--- src/hw/rtl/hfua_pkg.sv ---
`timescale 1ns / 1ps

package hfua_pkg;

    localparam int LEN_W = 21;

    // NAL unit types
    localparam logic [4:0] NAL_SINGLE_MIN = 5'd1;
    localparam logic [4:0] NAL_SINGLE_MAX = 5'd23;
    localparam logic [4:0] NAL_FU_A       = 5'd28;

    localparam logic [7:0] SC_ZERO = 8'h00;
    localparam logic [7:0] SC_ONE  = 8'h01;

    // length after start code plus header byte
    localparam logic [LEN_W-1:0] HDR_LEN = LEN_W'(5);

    // packet status codes
    localparam logic [1:0] ST_PENDING  = 2'd0;
    localparam logic [1:0] ST_COMPLETE = 2'd1;
    localparam logic [1:0] ST_DROPPED  = 2'd2;
    localparam logic [1:0] ST_OVERFLOW = 2'd3;

    // phase of the header byte, the last beat of a start code burst
    localparam logic [2:0] HDR_LAST = 3'd4;
    localparam logic [2:0] SC_ONE_PHASE = 3'd3;

    typedef struct packed {
        logic [7:0] payload_byte;
        logic       packet_start;
        logic       packet_end;
        logic       rtp_marker;
    } in_item_t;

    typedef struct packed {
        logic [7:0]       out_byte;
        logic             byte_valid;
        logic             run_last;
        logic [1:0]       packet_status;
        logic [LEN_W-1:0] nal_length;
    } out_item_t;

    typedef enum logic [1:0] {
        K_BYTE,   // one data byte
        K_HDR,    // start code then header byte
        K_STAT    // status only, no data
    } entry_kind_t;

    typedef struct packed {
        entry_kind_t      kind;
        logic [7:0]       data;
        logic [1:0]       status;
        logic [LEN_W-1:0] len;
    } entry_t;

endpackage

--- src/hw/rtl/hfua_front.sv ---
`timescale 1ns / 1ps

module hfua_front
    import hfua_pkg::*;
#(
    parameter int unsigned MAX_NAL_BYTES = 1048576
)
(
    input  logic     clk,
    input  logic     rst_n,
    input  logic     take,
    input  in_item_t item,
    output logic     q_push,
    output entry_t   q_entry
);

    localparam logic [LEN_W-1:0] LEN_CAP =
        (MAX_NAL_BYTES < ((2 ** LEN_W) - 1)) ? LEN_W'(MAX_NAL_BYTES) : '1;

    typedef enum logic [1:0] {
        M_IDLE,
        M_SINGLE,
        M_FU,
        M_DROP
    } mode_t;

    typedef enum logic [1:0] {
        P_HEADER,
        P_FU_HDR,
        P_PAYLOAD
    } pos_t;

    mode_t            mode_reg, mode_next;
    pos_t             pos_reg, pos_next;
    logic [2:0]       fnri_reg, fnri_next;
    logic [LEN_W-1:0] frag_len_reg, frag_len_next;
    logic [LEN_W-1:0] single_len_reg, single_len_next;
    logic             ovf_reg, ovf_next;
    logic             push_next;
    entry_t           entry_next;
    logic             has_entry;

    always_comb
    begin
        logic [4:0] nal_type;
        nal_type        = item.payload_byte[4:0];
        mode_next       = mode_reg;
        pos_next        = pos_reg;
        fnri_next       = fnri_reg;
        frag_len_next   = frag_len_reg;
        single_len_next = single_len_reg;
        ovf_next        = ovf_reg;
        has_entry       = 1'b0;
        entry_next      = '{kind: K_BYTE, data: item.payload_byte, status: ST_PENDING,
                            len: '0};

        if (item.packet_start || mode_reg != M_IDLE)
        begin
            if (item.packet_start)
            begin
                if (nal_type >= NAL_SINGLE_MIN && nal_type <= NAL_SINGLE_MAX)
                begin
                    mode_next       = M_SINGLE;
                    ovf_next        = 1'b0;
                    single_len_next = HDR_LEN;
                    pos_next        = P_PAYLOAD;
                    has_entry       = 1'b1;
                    entry_next.kind = K_HDR;
                    entry_next.len  = HDR_LEN;
                end
                else if (nal_type == NAL_FU_A)
                begin
                    mode_next = M_FU;
                    fnri_next = item.payload_byte[7:5];
                    pos_next  = P_FU_HDR;
                end
                else
                begin
                    mode_next = M_DROP;
                    pos_next  = P_PAYLOAD;
                end
            end
            else if (mode_reg == M_SINGLE)
            begin
                has_entry = 1'b1;
                if (single_len_reg >= LEN_CAP)
                begin
                    ovf_next        = 1'b1;
                    single_len_next = LEN_CAP;
                end
                else
                begin
                    single_len_next = single_len_reg + LEN_W'(1);
                end
                entry_next.len = single_len_next;
            end
            else if (mode_reg == M_FU)
            begin
                if (pos_reg == P_FU_HDR)
                begin
                    pos_next = P_PAYLOAD;
                    // first fragment, not also the last: rebuilt NAL header
                    if (item.payload_byte[7] && !item.rtp_marker)
                    begin
                        frag_len_next   = HDR_LEN;
                        ovf_next        = 1'b0;
                        has_entry       = 1'b1;
                        entry_next.kind = K_HDR;
                        entry_next.data = {fnri_reg, nal_type};
                        entry_next.len  = HDR_LEN;
                    end
                end
                else
                begin
                    has_entry = 1'b1;
                    if (frag_len_reg >= LEN_CAP)
                    begin
                        ovf_next      = 1'b1;
                        frag_len_next = LEN_CAP;
                    end
                    else
                    begin
                        frag_len_next = frag_len_reg + LEN_W'(1);
                    end
                    entry_next.len = frag_len_next;
                end
            end

            if (item.packet_end)
            begin
                if (mode_next == M_SINGLE)
                begin
                    entry_next.status = ovf_next ? ST_OVERFLOW : ST_COMPLETE;
                    entry_next.len    = single_len_next;
                    ovf_next          = 1'b0;
                end
                else if (mode_next == M_FU)
                begin
                    entry_next.len = frag_len_next;
                    if (item.rtp_marker)
                    begin
                        entry_next.status = ovf_next ? ST_OVERFLOW : ST_COMPLETE;
                        frag_len_next     = '0;
                        ovf_next          = 1'b0;
                    end
                    else
                    begin
                        entry_next.status = ovf_next ? ST_OVERFLOW : ST_PENDING;
                    end
                end
                else
                begin
                    entry_next.status = ST_DROPPED;
                    entry_next.len    = '0;
                end
                if (!has_entry)
                begin
                    has_entry       = 1'b1;
                    entry_next.kind = K_STAT;
                    entry_next.data = SC_ZERO;
                end
                mode_next = M_IDLE;
                pos_next  = P_HEADER;
            end
        end
        push_next = take && has_entry;
    end

    always_ff @(posedge clk or negedge rst_n)
    begin
        if (!rst_n)
        begin
            mode_reg       <= M_IDLE;
            pos_reg        <= P_HEADER;
            fnri_reg       <= '0;
            frag_len_reg   <= '0;
            single_len_reg <= '0;
            ovf_reg        <= 1'b0;
        end
        else if (take)
        begin
            mode_reg       <= mode_next;
            pos_reg        <= pos_next;
            fnri_reg       <= fnri_next;
            frag_len_reg   <= frag_len_next;
            single_len_reg <= single_len_next;
            ovf_reg        <= ovf_next;
        end
    end

    assign q_push  = push_next;
    assign q_entry = entry_next;

endmodule

--- src/hw/rtl/hfua_queue.sv ---
`timescale 1ns / 1ps

module hfua_queue
    import hfua_pkg::*;
(
    input  logic   clk,
    input  logic   rst_n,
    input  logic   wr,
    input  entry_t wr_entry,
    output logic   full,
    input  logic   rd,
    output logic   avail,
    output entry_t head
);

    logic [1:0] count_reg, count_next;
    entry_t     slot0_reg, slot0_next;
    entry_t     slot1_reg, slot1_next;

    always_comb
    begin
        count_next = count_reg;
        slot0_next = slot0_reg;
        slot1_next = slot1_reg;
        if (rd && count_reg != 2'd0)
        begin
            slot0_next = slot1_reg;
            count_next = count_reg - 2'd1;
        end
        if (wr)
        begin
            if (count_next == 2'd0)
            begin
                slot0_next = wr_entry;
            end
            else
            begin
                slot1_next = wr_entry;
            end
            count_next = count_next + 2'd1;
        end
    end

    always_ff @(posedge clk or negedge rst_n)
    begin
        if (!rst_n)
        begin
            count_reg <= 2'd0;
        end
        else
        begin
            count_reg <= count_next;
        end
    end

    always_ff @(posedge clk)
    begin
        slot0_reg <= slot0_next;
        slot1_reg <= slot1_next;
    end

    assign full  = (count_reg == 2'd2);
    assign avail = (count_reg != 2'd0);
    assign head  = slot0_reg;

endmodule

--- src/hw/rtl/hfua_back.sv ---
`timescale 1ns / 1ps

module hfua_back
    import hfua_pkg::*;
(
    input  logic      clk,
    input  logic      rst_n,
    input  logic      q_avail,
    input  entry_t    q_head,
    output logic      q_rd,
    output logic      empty,
    input  logic      pop,
    output out_item_t result
);

    logic       cur_valid_reg;
    entry_t     cur_reg;
    logic [2:0] phase_reg;
    logic       last_beat;
    logic       done;
    logic       load;

    assign last_beat = (cur_reg.kind != K_HDR) || (phase_reg == HDR_LAST);
    assign done      = cur_valid_reg && pop && last_beat;
    assign load      = q_avail && (!cur_valid_reg || done);

    always_ff @(posedge clk or negedge rst_n)
    begin
        if (!rst_n)
        begin
            cur_valid_reg <= 1'b0;
            phase_reg     <= '0;
        end
        else
        begin
            if (load)
            begin
                cur_valid_reg <= 1'b1;
                phase_reg     <= '0;
            end
            else if (done)
            begin
                cur_valid_reg <= 1'b0;
            end
            else if (cur_valid_reg && pop)
            begin
                phase_reg <= phase_reg + 3'd1;
            end
        end
    end

    always_ff @(posedge clk)
    begin
        if (load)
        begin
            cur_reg <= q_head;
        end
    end

    always_comb
    begin
        result.out_byte      = cur_reg.data;
        result.byte_valid    = 1'b1;
        result.run_last      = 1'b1;
        result.packet_status = cur_reg.status;
        result.nal_length    = cur_reg.len;
        case (cur_reg.kind)
            K_HDR:
            begin
                if (phase_reg != HDR_LAST)
                begin
                    // start code beats: 00 00 00 01
                    result.out_byte      = (phase_reg == SC_ONE_PHASE) ? SC_ONE : SC_ZERO;
                    result.run_last      = 1'b0;
                    result.packet_status = ST_PENDING;
                    result.nal_length    = LEN_W'(phase_reg) + LEN_W'(1);
                end
            end
            K_STAT:
            begin
                result.out_byte   = SC_ZERO;
                result.byte_valid = 1'b0;
            end
            default:
            begin
            end
        endcase
    end

    assign q_rd  = load;
    assign empty = !cur_valid_reg;

endmodule

--- src/hw/rtl/h264_rtp_fua_depacketizer.sv ---
`timescale 1ns / 1ps
// channel   dir  handshake            payload
// item      in   push / full          in_item_t  (payload byte, start, end, marker)
// result    out  pop / empty          out_item_t (byte, valid, last, status, length)
//
// One input byte per cycle while full is low; each byte yields 0, 1 or 5 result beats.
// The back end expands a start code burst into its result beats, advancing on each pop.
// Front end classifies combinationally into a two-entry queue; full rises only
// when the queue holds two entries. Asynchronous active-low reset, no init pass.
// Either side may stall freely; the other keeps going until the queue fills/drains.

module h264_rtp_fua_depacketizer
    import hfua_pkg::*;
#(
    parameter int unsigned MAX_NAL_BYTES = 1048576
)
(
    input  logic      clk,
    input  logic      rst_n,
    input  logic      push,
    output logic      full,
    input  in_item_t  item,
    output logic      empty,
    input  logic      pop,
    output out_item_t result
);

    logic   take;
    logic   q_push;
    entry_t q_entry;
    logic   q_rd;
    logic   q_avail;
    entry_t q_head;

    assign take = push && !full;

    hfua_front #(
        .MAX_NAL_BYTES(MAX_NAL_BYTES)
    ) u_front (
        .clk     (clk),
        .rst_n   (rst_n),
        .take    (take),
        .item    (item),
        .q_push  (q_push),
        .q_entry (q_entry)
    );

    hfua_queue u_queue (
        .clk      (clk),
        .rst_n    (rst_n),
        .wr       (q_push),
        .wr_entry (q_entry),
        .full     (full),
        .rd       (q_rd),
        .avail    (q_avail),
        .head     (q_head)
    );

    hfua_back u_back (
        .clk     (clk),
        .rst_n   (rst_n),
        .q_avail (q_avail),
        .q_head  (q_head),
        .q_rd    (q_rd),
        .empty   (empty),
        .pop     (pop),
        .result  (result)
    );

endmodule
--- config.mk ---
export PLATFORM = sky130hd
export DESIGN_NAME = h264_rtp_fua_depacketizer
export DESIGN_NICKNAME = d
export VERILOG_FILES = /design/src/hw/rtl/hfua_pkg.sv /design/src/hw/rtl/hfua_front.sv /design/src/hw/rtl/hfua_queue.sv /design/src/hw/rtl/hfua_back.sv /design/src/hw/rtl/h264_rtp_fua_depacketizer.sv
export SDC_FILE = /design/constraint.sdc
export NUM_CORES = 1
export LEC_CHECK = 0
export BUFFER_PORTS_ARGS = -buffer_cell sky130_fd_sc_hd__buf_2
export CAP_MARGIN = 5
export CORE_AREA = 8 8 130 132
export CTS_CLUSTER_DIAMETER = 30
export DETAILED_ROUTE_END_ITERATION = 8
export DIE_AREA = 0 0 138 140
export GPL_TIMING_DRIVEN = 1
export HOLD_SLACK_MARGIN = 0.12
export PLACE_DENSITY = 0.86
export SLEW_MARGIN = 10
export SYNTH_ARGS = -nofsm -noshare
export SYNTH_HDL_FRONTEND = slang
export SYNTH_SLANG_ARGS = --single-unit
export TNS_END_PERCENT = 5
--- constraint.sdc ---
create_clock -name clk -period 6.02 [get_ports clk]
set_input_delay 0.903 -clock clk [delete_from_list [all_inputs] [get_ports clk]]
set_output_delay 0.903 -clock clk [all_outputs]
set_load 0.05 [all_outputs]
==> impl_metrics.env, run 1 <==
export IMPL_status="complete, no violations"
export IMPL_worstHoldStart="u_queue.head[15]"
export IMPL_layout_drive_gt1_share_pct=12.4
export IMPL_report_final_setup_viol=0
export IMPL_ys_ff_latch=155
export IMPL_antenna_found_initial=0
export IMPL_final_common_cell="nand2_1"
export IMPL_cts_tree="built"
export IMPL_start_kind="flop"
export IMPL_powerDensity_nw_per_um2=538
export IMPL_required_ps=6350
export IMPL_reg2reg_from="u_back.phase_reg[0]"
export IMPL_ys_flop_type="edfxtp_1"
export IMPL_overflow=0
export IMPL_dp_hpwl_mm=17.1
export IMPL_grtUsageTotal_pct=25.2
export IMPL_setup_tns_ps=0
export IMPL_timing_fmax_mhz=212
export IMPL_rsz0062_at_grt="no"
export IMPL_cts_made_buffers=17
export IMPL_tightest_slew_ps=1140
export IMPL_fill_cells=1136
export IMPL_path_clk_slew_ps=70
export IMPL_pre_cts_ws_ps=1420
export IMPL_antenna_cells=0
export IMPL_gp_congestion=0.981
export IMPL_final_cell_mix="nand2_1 (102), o21ai_0 (77), nor2_1 (71)"
export IMPL_cp_max_fo=41
export IMPL_clk_path_buf_depth=2
export IMPL_netlist_area_um2=8750
export IMPL_leakage_nw=3.78
export IMPL_worstSetupEndpointType="flop"
export IMPL_initial_utilization_pct=58.8
export IMPL_cts_setup_buffers=0
export IMPL_regArea_um2=4040
export IMPL_grt_pass1_vias=7197
export IMPL_first_iter_violations=1165
export IMPL_fin_skew_ps=10.4
export IMPL_crit_start="u_back.phase_reg[0]"
export IMPL_vias=7806
export IMPL_route_detailed_vias_per_inst=6.74
export IMPL_drt_pre_antenna_iters=6
export IMPL_core_region_area_um2=14900
export IMPL_synth_warnings=0
export IMPL_syn_avg_cell_area_um2=9.31
export IMPL_synth_distinct_cells=73
export IMPL_synth_edff_count=66
export IMPL_hp_class="reg2reg"
export IMPL_die_area_um2=19300
export IMPL_finalNetCount=984
export IMPL_drc_errors=0
export IMPL_multi_input_area_um2=4360
export IMPL_cts_hold_buf=0
export IMPL_finalMaxSlewViolations=0
export IMPL_finalCritPeriodShare_pct=78.3
export IMPL_synth_nets=967
export IMPL_yosysSeqAreaShare_pct=46.2
export IMPL_final_min_clock_period_ps=4710
export IMPL_maxCapViolations=0
export IMPL_async_reset_ff_share_pct=36.1
export IMPL_relSlewSlack_pct=23.8
export IMPL_area_growth_pct=11.0
export IMPL_root_buffer="clkbuf_16"
export IMPL_io_pins=50
export IMPL_fp_dieW_um=138
export IMPL_wl_per_cell_um=21.5
export IMPL_chipHeight_um=140
export IMPL_wl_mm=24.9
export IMPL_cts_resized=0
export IMPL_insertion_delay_ps=440
export IMPL_crit_type="reg2reg"
export IMPL_io_buffers=49
export IMPL_grt_pass1_wl_mm=39.2
export IMPL_clock_sinks=155
export IMPL_htreeDepth=4
export IMPL_grt_max_degree=64
export IMPL_layout_setup_ws_ps=1310
export IMPL_irDropWorstVdd_v=0.000265
export IMPL_synth_cells=940
export IMPL_rows=45
export IMPL_worstPathArrival_ps=5040
export IMPL_finalHoldViolCount=0
export IMPL_ant_nets=0
power breakdown:
group          leakage, nW  internal (mW)  total, mW  switching, mW
clock network        0.293          0.627       1.11          0.484
logic                 1.85          0.671       2.25           1.58
registers             1.64           1.58       1.85          0.277
worst paths after layout:
check,end,slack [ps],depth (start not counted)
hold reg to reg,u_back.cur_reg[15],430,0
hold / removal,u_back.cur_reg[15],430,0
setup reg to reg,u_queue.head[0],1310,13
min in group asynchronous,u_front.frag_len_reg[15],610,2
max in group asynchronous,u_front.frag_len_reg[8],4860,2
setup / recovery,u_queue.head[0],1310,13
logic make-up (layout without fill, tap and decap cells):
| group | count (synthesis) | in the layout | share of synthesized area, % |
|---|---|---|---|
| AND/OR/NAND/NOR | 345 | 345 | 19.8 |
| XOR/XNOR | 28 | 28 | 2.80 |
| buffers and inverters | 97 | 127 | 4.39 |
| adder cells (fa/ha/maj) | 12 | 12 | 1.72 |
| flip-flops | 155 | 155 | 46.2 |
| multiplexers | 40 | 40 | 4.72 |
| AO/OA/AOI/OAI | 263 | 263 | 20.3 |
per-stage QoR:
step / util (%) / hold slack, ps / cell area (µm²) / cells / total power, mW
detailed placement: 61.2 / 414 / 9100 / 1126 / 4.06
global route: 65.3 / 436 / 9710 / 1158 / 5.47
floorplan: - / 401 / 8750 / 940 / 3.45
global placement: 61.2 / 403 / 9100 / 1126 / 3.97
finish: 65.3 / 428 / 9710 / 1158 / 5.22
CTS: 65.3 / 430 / 9710 / 1158 / 5.19
cell usage after synthesis, types with 4 or more instances:
library cell,number,area [µm²]
nand2_1,102,383
o21ai_0,77,385
nor2_1,72,270
edfxtp_1,66,1980
dfrtp_1,56,1400
clkbuf_1,43,161
a21oi_1,41,205
inv_1,34,128
dfxtp_1,33,661
mux2i_1,30,300
nand3_1,24,120
and2_1,23,144
nor3_1,22,110
nor2b_1,19,119
a22o_1,18,158
nand4_1,18,113
nor4_1,18,113
a21o_1,17,128
a31oi_1,17,106
xnor2_1,15,131
xor2_1,13,114
ha_1,12,150
or3_1,12,75.1
buf_2,10,50.1
mux2_2,10,113
nand2b_1,9,56.3
o22ai_1,9,56.3
buf_1,8,30.0
or4_1,7,52.6
a221o_1,6,60.1
a22oi_1,6,45.0
and3_1,6,37.5
a41oi_1,5,43.8
o21a_1,5,37.5
o32ai_1,5,43.8
a211oi_1,4,30.0
a32oi_1,4,35.0
o31ai_1,4,30.0
worst max-delay path, stage by stage (launching register included):
cell and delay, ps:
dfrtp_1 400, inv_1 90, ha_1 220, a21boi_0 520, inv_1 520, a21oi_1 540, nor2_4 90, xnor2_1 280
ha_1 250, nand3_1 130, a41oi_4 920, buf_4 340, nor2_1 60, a31o_2 210
metal layers:
layer	track usage [%]	vias to the layer above	wire, µm	share of wire, %
li1	-	3520	-	-
met1	32.9	3652	9910	40
met2	38.1	523	11300	45
met4	10.3	0	918	3.7
met3	8.05	111	2810	11
met5	0	-	0	0
cell type report:
| type | instances | area share, % |
|---|---|---|
| flip-flops and latches | 155 | 41.7 |
| multi-input cells | 688 | 44.9 |
| clock buffers | 17 | 4.38 |
| inverters | 34 | 1.31 |
| clock inverters | 15 | 1.88 |
| repair buffers | 61 | 3.45 |
| well taps | 188 | 2.42 |
Power figures use the tool's default switching activity.
==> run 2: changes to the inputs <==
Settings changed: CORE_AREA 8 8 130 132 to 8 8 134 136, DIE_AREA 0 0 138 140 to 0 0 142 144, PLACE_DENSITY 0.86 to 0.85.
Clock period 6.02 ns to 4.2 ns, I/O delays scaled along.
==> impl_metrics.env, run 2 (synthesized netlist as in run 1, its figures left out) <==
export IMPL_status="complete, no violations"
export IMPL_ff2ff_path_depth=13
export IMPL_finalHoldViolCount=0
export IMPL_regArea_um2=4040
export IMPL_rsz0062_at_grt="no"
export IMPL_fp_dieW_um=142
export IMPL_antenna_found_initial=0
export IMPL_fin_skew_ps=8.29
export IMPL_r2r_end="u_queue.head[10]"
export IMPL_clock_sinks=155
export IMPL_layout_drive_gt1_share_pct=13.0
export IMPL_reg2reg_from="u_back.phase_reg[0]"
export IMPL_final_min_clock_period_ps=3720
export IMPL_powerDensity_nw_per_um2=758
export IMPL_finalCritPeriodShare_pct=88.5
export IMPL_tightest_slew_ps=980
export IMPL_ant_nets=0
export IMPL_worstSetupEndpointType="flop"
export IMPL_grt_pass1_wl_mm=37.6
export IMPL_leakage_nw=3.81
export IMPL_drt_pre_antenna_iters=6
export IMPL_htreeDepth=4
export IMPL_clk_path_buf_depth=2
export IMPL_area_growth_pct=11.8
export IMPL_cts_hold_buf=0
export IMPL_cts_setup_buffers=0
export IMPL_dp_hpwl_mm=16.7
export IMPL_root_buffer="clkbuf_16"
export IMPL_report_final_setup_viol=0
export IMPL_finalMaxSlewViolations=0
export IMPL_hp_class="in2async"
export IMPL_finalNetCount=991
export IMPL_io_pins=50
export IMPL_first_iter_violations=1049
export IMPL_final_common_cell="nand2_1"
export IMPL_cts_tree="built"
export IMPL_vias=7655
export IMPL_gp_congestion=0.960
export IMPL_path_clk_slew_ps=60
export IMPL_reg2reg_slack_ps=480
export IMPL_setup_tns_ps=0
export IMPL_worstPathArrival_ps=4030
export IMPL_grt_max_degree=53
export IMPL_io_buffers=49
export IMPL_maxCapViolations=0
export IMPL_irDropWorstVdd_v=0.000378
export IMPL_cp_max_fo=18
export IMPL_relSlewSlack_pct=34.4
export IMPL_initial_utilization_pct=54.5
export IMPL_start_kind="flop"
export IMPL_cts_made_buffers=17
export IMPL_multi_input_area_um2=4360
export IMPL_antenna_cells=0
export IMPL_fill_cells=1343
export IMPL_grtUsageTotal_pct=23.8
export IMPL_chipHeight_um=144
export IMPL_timing_fmax_mhz=269
export IMPL_overflow=0
export IMPL_rows=47
export IMPL_wl_mm=24.2
export IMPL_insertion_delay_ps=430
export IMPL_finalHoldWorstSlack_ps=326
export IMPL_grt_pass1_vias=6919
export IMPL_route_detailed_vias_per_inst=6.40
export IMPL_required_ps=4510
export IMPL_core_region_area_um2=16100
export IMPL_crit_type="reg2reg"
export IMPL_die_area_um2=20400
export IMPL_final_cell_mix="nand2_1 (102), o21ai_0 (77), nor2_1 (71)"
export IMPL_drc_errors=0
export IMPL_wl_per_cell_um=20.2
export IMPL_cts_resized=0
-- run 2: metal layers --
metal | vias up | global-route usage [%] | share of wire [%] | routed length, µm
li1 | 3537 | - | - | -
met1 | 3637 | 31.4 | 41 | 10000
met2 | 439 | 36.9 | 46 | 11100
met3 | 42 | 6.31 | 11 | 2620
met4 | 0 | 8.71 | 1.9 | 461
met5 | - | 0 | 0 | 0
-- run 2: critical path: stages, from the launching register on --
cell	delay, ps
dfrtp_1	410
inv_1	90
ha_1	210
a21boi_0	490
inv_1	130
a21oi_1	380
nor2_4	180
xnor2_1	300
ha_1	270
nand3_1	130
a41oi_4	300
buf_4	300
nand2b_1	90
o32a_1	300
-- run 2: worst max path at each step --
stage	end	slack, ps	startpoint	depth (start not counted)
floorplan	u_queue.slot1_reg[0]	160	u_back.phase_reg[0]	11
global placement	u_queue.slot1_reg[16]	730	u_back.phase_reg[0]	10
detailed placement	u_queue.slot1_reg[19]	570	u_back.phase_reg[0]	10
CTS	u_queue.head[6]	510	u_back.phase_reg[0]	14
global route	u_queue.head[5]	180	u_back.phase_reg[0]	14
finish	u_queue.head[10]	480	u_back.phase_reg[0]	13
-- run 2: stage by stage --
stage               std cells  total power [mW]  setup slack, ps  util, %  cell area, µm²
global route             1197              7.75              176     60.9            9780
CTS                      1197              7.37              513     60.9            9780
finish                   1197              7.41              484     60.9            9780
detailed placement       1165              5.82              569     57.3            9200
floorplan                 940              4.95              159        -            8750
global placement         1165              5.72              727     57.3            9200
-- run 2: final cells by class --
class | instances | area share, %
clock buffers | 19 | 4.63
multi-input cells | 688 | 44.6
repair buffers | 68 | 3.97
well taps | 220 | 2.81
inverters | 34 | 1.30
clock inverters | 13 | 1.34
flip-flops and latches | 155 | 41.3
-- run 2: where the power goes --
part | internal [mW] | total [mW] | switching [mW]
Clock | 0.862 | 1.53 | 0.667
Sequential | 2.26 | 2.64 | 0.385
Combinational | 0.988 | 3.24 | 2.25
Total | 4.11 | 7.41 | 3.30
